$ cat config.mk
export PLATFORM = sky130hd
export DESIGN_NAME = mcd_ram
export DESIGN_NICKNAME = d
export VERILOG_FILES = /design/src/rtl/core/mcd_ram.sv
export SDC_FILE = /design/constraint.sdc
export NUM_CORES = 1
export LEC_CHECK = 0
export BUFFER_PORTS_ARGS = -buffer_cell sky130_fd_sc_hd__buf_2
export CORE_UTILIZATION = 60
export CTS_BUF_LIST = sky130_fd_sc_hd__clkbuf_4
export DETAILED_ROUTE_END_ITERATION = 12
export PLACE_DENSITY = 0.89
export SETUP_SLACK_MARGIN = 0.3
export SYNTH_ARGS = -nofsm -noshare
export SYNTH_HDL_FRONTEND = slang
export SYNTH_SLANG_ARGS = --single-unit
$ cat constraint.sdc
create_clock -name clock -period 1.9 [get_ports clock]
set_input_delay 0.095 -clock clock [delete_from_list [all_inputs] [get_ports clock]]
set_output_delay 0.095 -clock clock [all_outputs]
set_load 0.1 [all_outputs]
$ cat src/rtl/core/mcd_ram.sv
`default_nettype none
// ----------------------------------------------------------------------------
// mcd_ram
// Generic single-write, single-read synchronous RAM with registered read.
// ----------------------------------------------------------------------------
module mcd_ram #(
   parameter int WIDTH = 8,
   parameter int DEPTH = 16
) (
   input  wire logic                                        clock,
   input  wire logic                                        wr_en,
   input  wire logic [((DEPTH > 1) ? $clog2(DEPTH) : 1)-1:0] wr_addr,
   input  wire logic [WIDTH-1:0]                            wr_data,
   input  wire logic                                        rd_en,
   input  wire logic [((DEPTH > 1) ? $clog2(DEPTH) : 1)-1:0] rd_addr,
   output      logic [WIDTH-1:0]                            rd_data
);
   logic [WIDTH-1:0] mem_ff [DEPTH];
   logic [WIDTH-1:0] rd_data_ff;

   always_ff @(posedge clock) begin
      if (wr_en) begin
         mem_ff[wr_addr] <= wr_data;
      end
      if (rd_en) begin
         rd_data_ff <= mem_ff[rd_addr];
      end
   end

   assign rd_data = rd_data_ff;
endmodule
`default_nettype wire

==> summary.txt, run 1 <==
Synth
  – YS warnings: 0
  – Syn Std Cell Area: 0.005228 mm²
  – Cells after synthesis: 229
  – Yosys reg bits: 136
  – Syn_area_per_cell: 22.83 µm²
  – Syn_nets: 248
  – Seq/Total Area, Yosys: 78.12%
  – Synth cell types: 18

Clocking
  – CTS Root Cell: clkbuf_4
  – PostCTS Resize Cnt: 0
  – Clk sink count: 136
  – Hold Buf Count CTS: 9
  – CTS buffer count: 17
  – CTS clk-pin slew, worst paths: 0.12 ns
  – Worst-Skew Late Latency: 0.51 ns
  – Htree depth: 4
  – Maximum buffer depth of the clock tree: 2
  – CTS tree: yes
  – Post-CTS setup buffers: 0

Floorplanning
  – Row cnt: 33
  – Starting Density: 62.68%
  – Core region area: 0.008341 mm²
  – Total die area: 0.009090 mm²
  – Io pins: 27
  – Die Wd: 95.34 µm
  – Die Ht: 95.34 µm

Global routing
  – Grt ovf: 0
  – Initial antenna violation count: 0
  – Number of global-route vias before repair: 2584
  – Total GRT Usage: 23.87%
  – Global-route wire length before repair: 14.26 mm
  – Largest net degree at the start of global routing: 33

Critical path
  – Critical R2R Launch: mem_ff[9][4]$_DFFE_PP_
  – Worst flop-to-flop path endpoint: rd_data[4]$_DFFE_PP_
  – Critical setup path kind: reg -> reg
  – WP data arrival: 1.81 ns
  – Worst R2R Setup Slack: 0.36 ns
  – Largest fanout on the critical path: 1
  – Reg2Reg Depth: 3
  – Critical Path RT: 2.17 ns
  – Worst setup EP type: flop
  – Startpoint types: flop
  – Crit. Startpoint: mem_ff[9][4]$_DFFE_PP_
  – Critical path endpoint: rd_data[4]$_DFFE_PP_

Placed design
  – DP Wirelength: 5.931 mm
  – PortBufs: 26
  – GPL Wtd Cong: 0.7200

Power and ir drop
  – Peak supply drop: 0.5893 mV
  – Pint: 4.323 mW
  – Switch share: 23.50%
  – P_leak: 2.011 nW
  – NetSw: 1.328 mW
  – Part of the power in registers: 60.1%
  – Power per cell area: 949.2 mW/mm²
  – Clock Power Share: 32.4%
  – Combinational share of power: 7.5%

STA
  – Minimum clock period after layout: 1.538 ns
  – Final Max Slew Viols: 0
  – Rel. slew slack: 56.53%
  – Fin crit share: 80.92%
  – Worst-Margin Slew: 0.6496 ns
  – Final setup fails: 0
  – Final hold slack: 0.1354 ns
  – RSZ-0062 raised after global routing: false
  – Fin Clk Skew: 0.01284 ns
  – TNS Setup: 0 ns
  – Endpoints failing hold: 0
  – Fmax: 650.4 MHz

Final layout
  – Commonest non-fill, non-tap cell in the layout: edfxtp_1
  – Final #Nets: 312
  – Most frequent cells in the layout: 136 x edfxtp_1, 26 x buf_2, 18 x mux4_2, 18 x clkbuf_4, 18 x buf_4
  – Ant. Diodes: 0
  – Area added between synthesis and finish: 13.88%
  – Proportion of layout cells with a drive suffix above 1: 31.70%

Route
  – WL final: 9.609 mm
  – Via count: 2544
  – Initial DRC count: 255
  – Wirelength per Cell: 23.38 µm
  – Via density: 6.190
  – Routed Antenna Nets: 0
  – DRC: 0
  – First-pass DRT Iterations: 4

Min path
  – Worst hold path class: in -> reg

Flow run
  – Maxcap violations: 0

Run status
  – Status: finished clean
[cell families after synthesis]
kind of cell / after synthesis / share of synthesized area, %
and+or+nand+nor: 35 / 3.136
buffers and inverters: 10 / 1.651
muxes: 32 / 14.79
DFF: 136 / 78.12
AOI/OAI and AO/OA: 16 / 2.298
[per-stage QoR]
| step | instance area (µm²) | setup slack [ns] | util [%] | power [mW] | instances |
|---|---|---|---|---|---|
| detailed placement | 5578 | 0.1889 | 66.88 | 3.871 | 370 |
| CTS | 5953 | 0.3498 | 71.38 | 5.693 | 411 |
| global route | 5953 | 0.3177 | 71.38 | 5.815 | 411 |
| finish | 5953 | 0.3625 | 71.38 | 5.651 | 411 |
| global placement | 5578 | 0.2420 | 66.88 | 3.854 | 370 |
| floorplan | 5228 | 0.3121 | - | 3.733 | 229 |
[cell usage after synthesis, drive strengths merged]
master	instances	area share (%)
nand3	1	0.096
nand2b	2	0.24
a22oi	16	2.3
nor2	13	0.93
and2	1	0.12
or3b	1	0.17
nand2	9	0.65
and2b	1	0.14
nand3b	2	0.29
buf	7	1.1
clkdlybuf4s25	3	0.57
edfxtp	136	78
mux4	32	15
nor2b	1	0.12
nor3	4	0.38
[per-layer routing]
layer  GRT usage [%]  wire, µm
met4           12.12       145
met2           37.20      4872
met5               0         0
met1           31.40      3877
met3           6.380       713
[final cells by class]
class / instances / area, µm²
multi-input combinational: 83 / 1057
fill: 487 / 2387
tap: 105 / 131.4
timing repair buffer: 55 / 395.4
clock buffer: 18 / 135.1
sequential: 136 / 4084
clock inverter: 14 / 150.1
[power groups by stage]
| stage | Clock (mW) | Combinational (mW) | Sequential, mW |
|---|---|---|---|
| finish | 1.83 | 0.422 | 3.39 |
| CTS | 1.87 | 0.426 | 3.40 |
| floorplan | 0 | 0.171 | 3.56 |
| global placement | 0 | 0.398 | 3.46 |
| detailed placement | 0 | 0.408 | 3.46 |
| global route | 1.97 | 0.448 | 3.40 |
[worst max-delay path, stage by stage (launching register included)]
cell,delay [ns]
edfxtp_1,0.43
mux4_1,0.56
a22oi_1,0.23
nand2_1,0.08
[state kept, by name (all words and copies together) (netlist names)]
signal and count:
mem_ff 128, rd_data 8
[worst min path at each step]
| stage | start | to | slack (ns) | cells past startpoint |
|---|---|---|---|---|
| final | wr_addr[0] | mem_ff[12][3]$_DFFE_PP_ | 0.14 | 3 |
| after global routing | wr_addr[1] | mem_ff[12][3]$_DFFE_PP_ | 0.12 | 3 |
| after CTS | wr_addr[0] | mem_ff[8][3]$_DFFE_PP_ | 0.08 | 3 |
| after detailed placement | rd_en | rd_data[4]$_DFFE_PP_ | 0.47 | 1 |
| after global placement | rd_en | rd_data[0]$_DFFE_PP_ | 0.47 | 1 |
| after floorplan | wr_data[0] | mem_ff[0][0]$_DFFE_PP_ | 0.19 | 0 |
(Power assumes the default switching activity.)
==> inputs of run 2 (changes only) <==
--- a/config.mk
+++ b/config.mk
@@ -5,8 +5,9 @@
 export SDC_FILE = /design/constraint.sdc
 export NUM_CORES = 1
 export LEC_CHECK = 0
+export ABC_AREA = 1
 export BUFFER_PORTS_ARGS = -buffer_cell sky130_fd_sc_hd__buf_2
-export CORE_UTILIZATION = 60
+export CORE_UTILIZATION = 57
 export CTS_BUF_LIST = sky130_fd_sc_hd__clkbuf_4
 export DETAILED_ROUTE_END_ITERATION = 12
 export PLACE_DENSITY = 0.89
==> constraint.sdc (replaced) <==
create_clock -name clock -period 1.3 [get_ports clock]
set_input_delay 0.065 -clock clock [delete_from_list [all_inputs] [get_ports clock]]
set_output_delay 0.065 -clock clock [all_outputs]
set_load 0.1 [all_outputs]
==> run 2 against run 1 <==
Clock skew grew 0.011 ns. Worst setup slack lost 0.33 ns. Count of clock-buffer cells in the layout grew 1. Global-route usage grew 2.5 points. Flip-flop and latch count is the same. Critical path depth shrank 2. Synthesized cell count grew 140%. Power grew 54%. Die area grew 17%.
==> summary.txt, run 2 <==
Route
  – First-pass DRT Iterations: 5
  – Wirelength per Cell: 17.63 µm
  – DRC: 0
  – Routed Antenna Nets: 0
  – Initial DRC count: 375
  – Via count: 4017
  – Via density: 5.356
  – WL final: 13.23 mm

STA
  – TNS Setup: 0 ns
  – RSZ-0062 raised after global routing: true
  – Fin Clk Skew: 0.02384 ns
  – Final Max Slew Viols: 0
  – Fin crit share: 97.56%
  – Endpoints failing hold: 0
  – Minimum clock period after layout: 1.268 ns
  – Worst-Margin Slew: 0.7307 ns
  – Fmax: 788.4 MHz
  – Final hold slack: 0.01422 ns
  – Final setup fails: 0
  – Rel. slew slack: 51.21%

Critical path
  – Stages on worst setup path: 1
  – Largest fanout on the critical path: 1
  – WP data arrival: 1.20 ns
  – Worst flop-to-flop path endpoint: rd_data[4]$_DFFE_PP_
  – Critical Path Max Stage Delay: 0.47 ns
  – Critical R2R Launch: mem_ff[13][4]$_DFFE_PP_
  – Critical-path top delay cell: edfxtp_1
  – Crit. Startpoint: rd_data[1]$_DFFE_PP_
  – Critical path endpoint: rd_data[1]
  – Cells along the critical path: buf_6
  – Critical Path RT: 1.24 ns
  – Worst path bufs/invs: 1
  – Top Family by Delay on Critical Path: flip-flops
  – Worst R2R Setup Slack: 0.15 ns
  – Worst setup EP type: output pin
  – Critical setup path kind: reg -> out
  – Startpoint types: flop
  – Reg2Reg Depth: 6

Final layout
  – Most frequent cells in the layout: 166 x nand2_1, 136 x edfxtp_1, 100 x inv_1, 53 x nand3_2, 44 x nand3_1
  – Commonest non-fill, non-tap cell in the layout: nand2_1
  – Ant. Diodes: 0
  – Area added between synthesis and finish: 18.96%
  – Largest reg by FF count: mem_ff
  – Fill cells: 653
  – Proportion of layout cells with a drive suffix above 1: 23.01%
  – Final #Nets: 623
  – Max reg flops: 128

Synth
  – Post-synth EDFFs: 136
  – Async S/R FF share, synth: 0%
  – Largest area contributor in the netlist: edfxtp_1
  – Syn_nets: 570
  – Seq/Total Area, Yosys: 69.85%
  – Top-count cell post-synth: nand2_1
  – YS warnings: 0
  – Yosys reg bits: 136
  – Syn Std Cell Area: 0.005847 mm²
  – Cells after synthesis: 551
  – Ys flop type: edfxtp_1
  – Synth top area share: 69.85%
  – Syn_area_per_cell: 10.61 µm²
  – Most frequent cells after synthesis: 173 x nand2_1, 136 x edfxtp_1, 100 x inv_1, 97 x nand3_1, 17 x nor2_1
  – Main area contributors after synthesis: edfxtp_1 70%, nand2_1 11%, nand3_1 8.3%
  – Synth cell types: 11

Clocking
  – CTS clk-pin slew, worst paths: 0.12 ns
  – Htree depth: 4
  – CTS Root Cell: clkbuf_4
  – Clk sink count: 136
  – CTS tree: yes
  – Post-CTS setup buffers: 0
  – CTS buffer count: 17
  – Worst-Skew Late Latency: 0.52 ns
  – Maximum buffer depth of the clock tree: 2

Global routing
  – Largest net degree at the start of global routing: 65
  – Initial antenna violation count: 0
  – Global-route wire length before repair: 19.64 mm
  – Number of global-route vias before repair: 3841
  – Grt ovf: 0
  – Total GRT Usage: 26.33%

Min path
  – Worst hold path class: in -> reg
  – Hold_sp: rd_addr[3]

Placed design
  – DP Wirelength: 7.817 mm
  – GPL Wtd Cong: 0.8538
  – PortBufs: 26

Run status
  – Status: finished clean

Floorplanning
  – Total die area: 0.01067 mm²
  – Starting Density: 59.27%
  – Core region area: 0.009864 mm²
  – Row cnt: 36
  – Die Wd: 103.3 µm
  – Io pins: 27
  – Die Ht: 103.3 µm

Power and ir drop
  – Part of the power in registers: 57.0%
  – Switch share: 24.67%
  – Pint: 6.576 mW
  – NetSw: 2.153 mW
  – Peak supply drop: 0.7134 mV
  – Clock Power Share: 32.6%
  – Combinational share of power: 10.5%
  – Power per cell area: 1255 mW/mm²
  – P_leak: 3.007 nW

Flow run
  – Maxcap violations: 0
==> run 2: worst min path at each step <==
| stage | end | slack [ns] | cells past startpoint |
|---|---|---|---|
| 2_1_floorplan | mem_ff[0][0]$_DFFE_PP_ | 0.16 | 0 |
| 3_3_place_gp | rd_data[4]$_DFFE_PP_ | 0.43 | 1 |
| 3_5_place_dp | rd_data[4]$_DFFE_PP_ | 0.44 | 1 |
| 4_1_cts | rd_data[2]$_DFFE_PP_ | 0.003 | 3 |
| 5_1_grt | rd_data[7]$_DFFE_PP_ | 0.003 | 3 |
| 6_report | rd_data[7]$_DFFE_PP_ | 0.01 | 3 |
==> run 2: final cells by class <==
class / count / area [µm²] / share of cell area, %
well taps: 133 / 166.4 / 2.393
repair buffers: 58 / 528.0 / 7.591
multi-input cells: 289 / 1496 / 21.51
clock inverters: 13 / 155.1 / 2.231
flip-flops and latches: 136 / 4084 / 58.72
clock buffers: 19 / 142.6 / 2.051
inverters: 102 / 382.9 / 5.505
==> run 2: layer usage <==
layer	part of all wire [%]	wire length [µm]	track usage, %	vias to the layer above
met5	0	0	0	-
met4	2.8	365	11.38	0
met3	8.2	1086	6.183	31
met1	40	5227	34.36	1903
li1	-	-	-	1885
met2	50	6547	42.62	198
==> run 2: worst min-delay path, delay by kind of cell <==
| kind | cells | cell delay, ns |
|---|---|---|
| buffers and inverters | 1 | 0.19 |
| AND/OR/NAND/NOR | 2 | 0.14 |
==> run 2: repair_timing <==
action,CTS,global route
hold endpoints to repair,136,0
setup endpoints to repair,16,16
pin swaps,30,31
cloned,0,0
hold buffers,9,0
resized for setup,46,41
==> run 2: cells by family (layout without fill, tap and decap cells) <==
logic type	Yosys count	after routing	synth area share, %
and+or+nand+nor	289	289	20.76
DFF	136	136	69.85
buffers and inverters	126	192	9.394
==> run 2: power groups by stage <==
stage | clock network, mW | logic (mW) | registers, mW
global placement | 0 | 0.725 | 5.06
finish | 2.84 | 0.912 | 4.97
floorplan | 0 | 0.346 | 5.21
detailed placement | 0 | 0.744 | 5.06
CTS | 2.85 | 0.832 | 4.97
global route | 3.07 | 0.979 | 4.98
==> run 2: through the flow <==
| stage | setup WS (ns) | total power [mW] | area [µm²] | cells | utilization, % |
|---|---|---|---|---|---|
| floorplan | 0.2842 | 5.554 | 5847 | 551 | - |
| global placement | 0.06644 | 5.781 | 6187 | 709 | 62.72 |
| detailed placement | 0.02471 | 5.805 | 6187 | 709 | 62.72 |
| CTS | 0.05050 | 8.650 | 6773 | 750 | 68.66 |
| global route | -0.01436 | 9.027 | 6955 | 750 | 70.51 |
| finish | 0.03168 | 8.729 | 6955 | 750 | 70.51 |
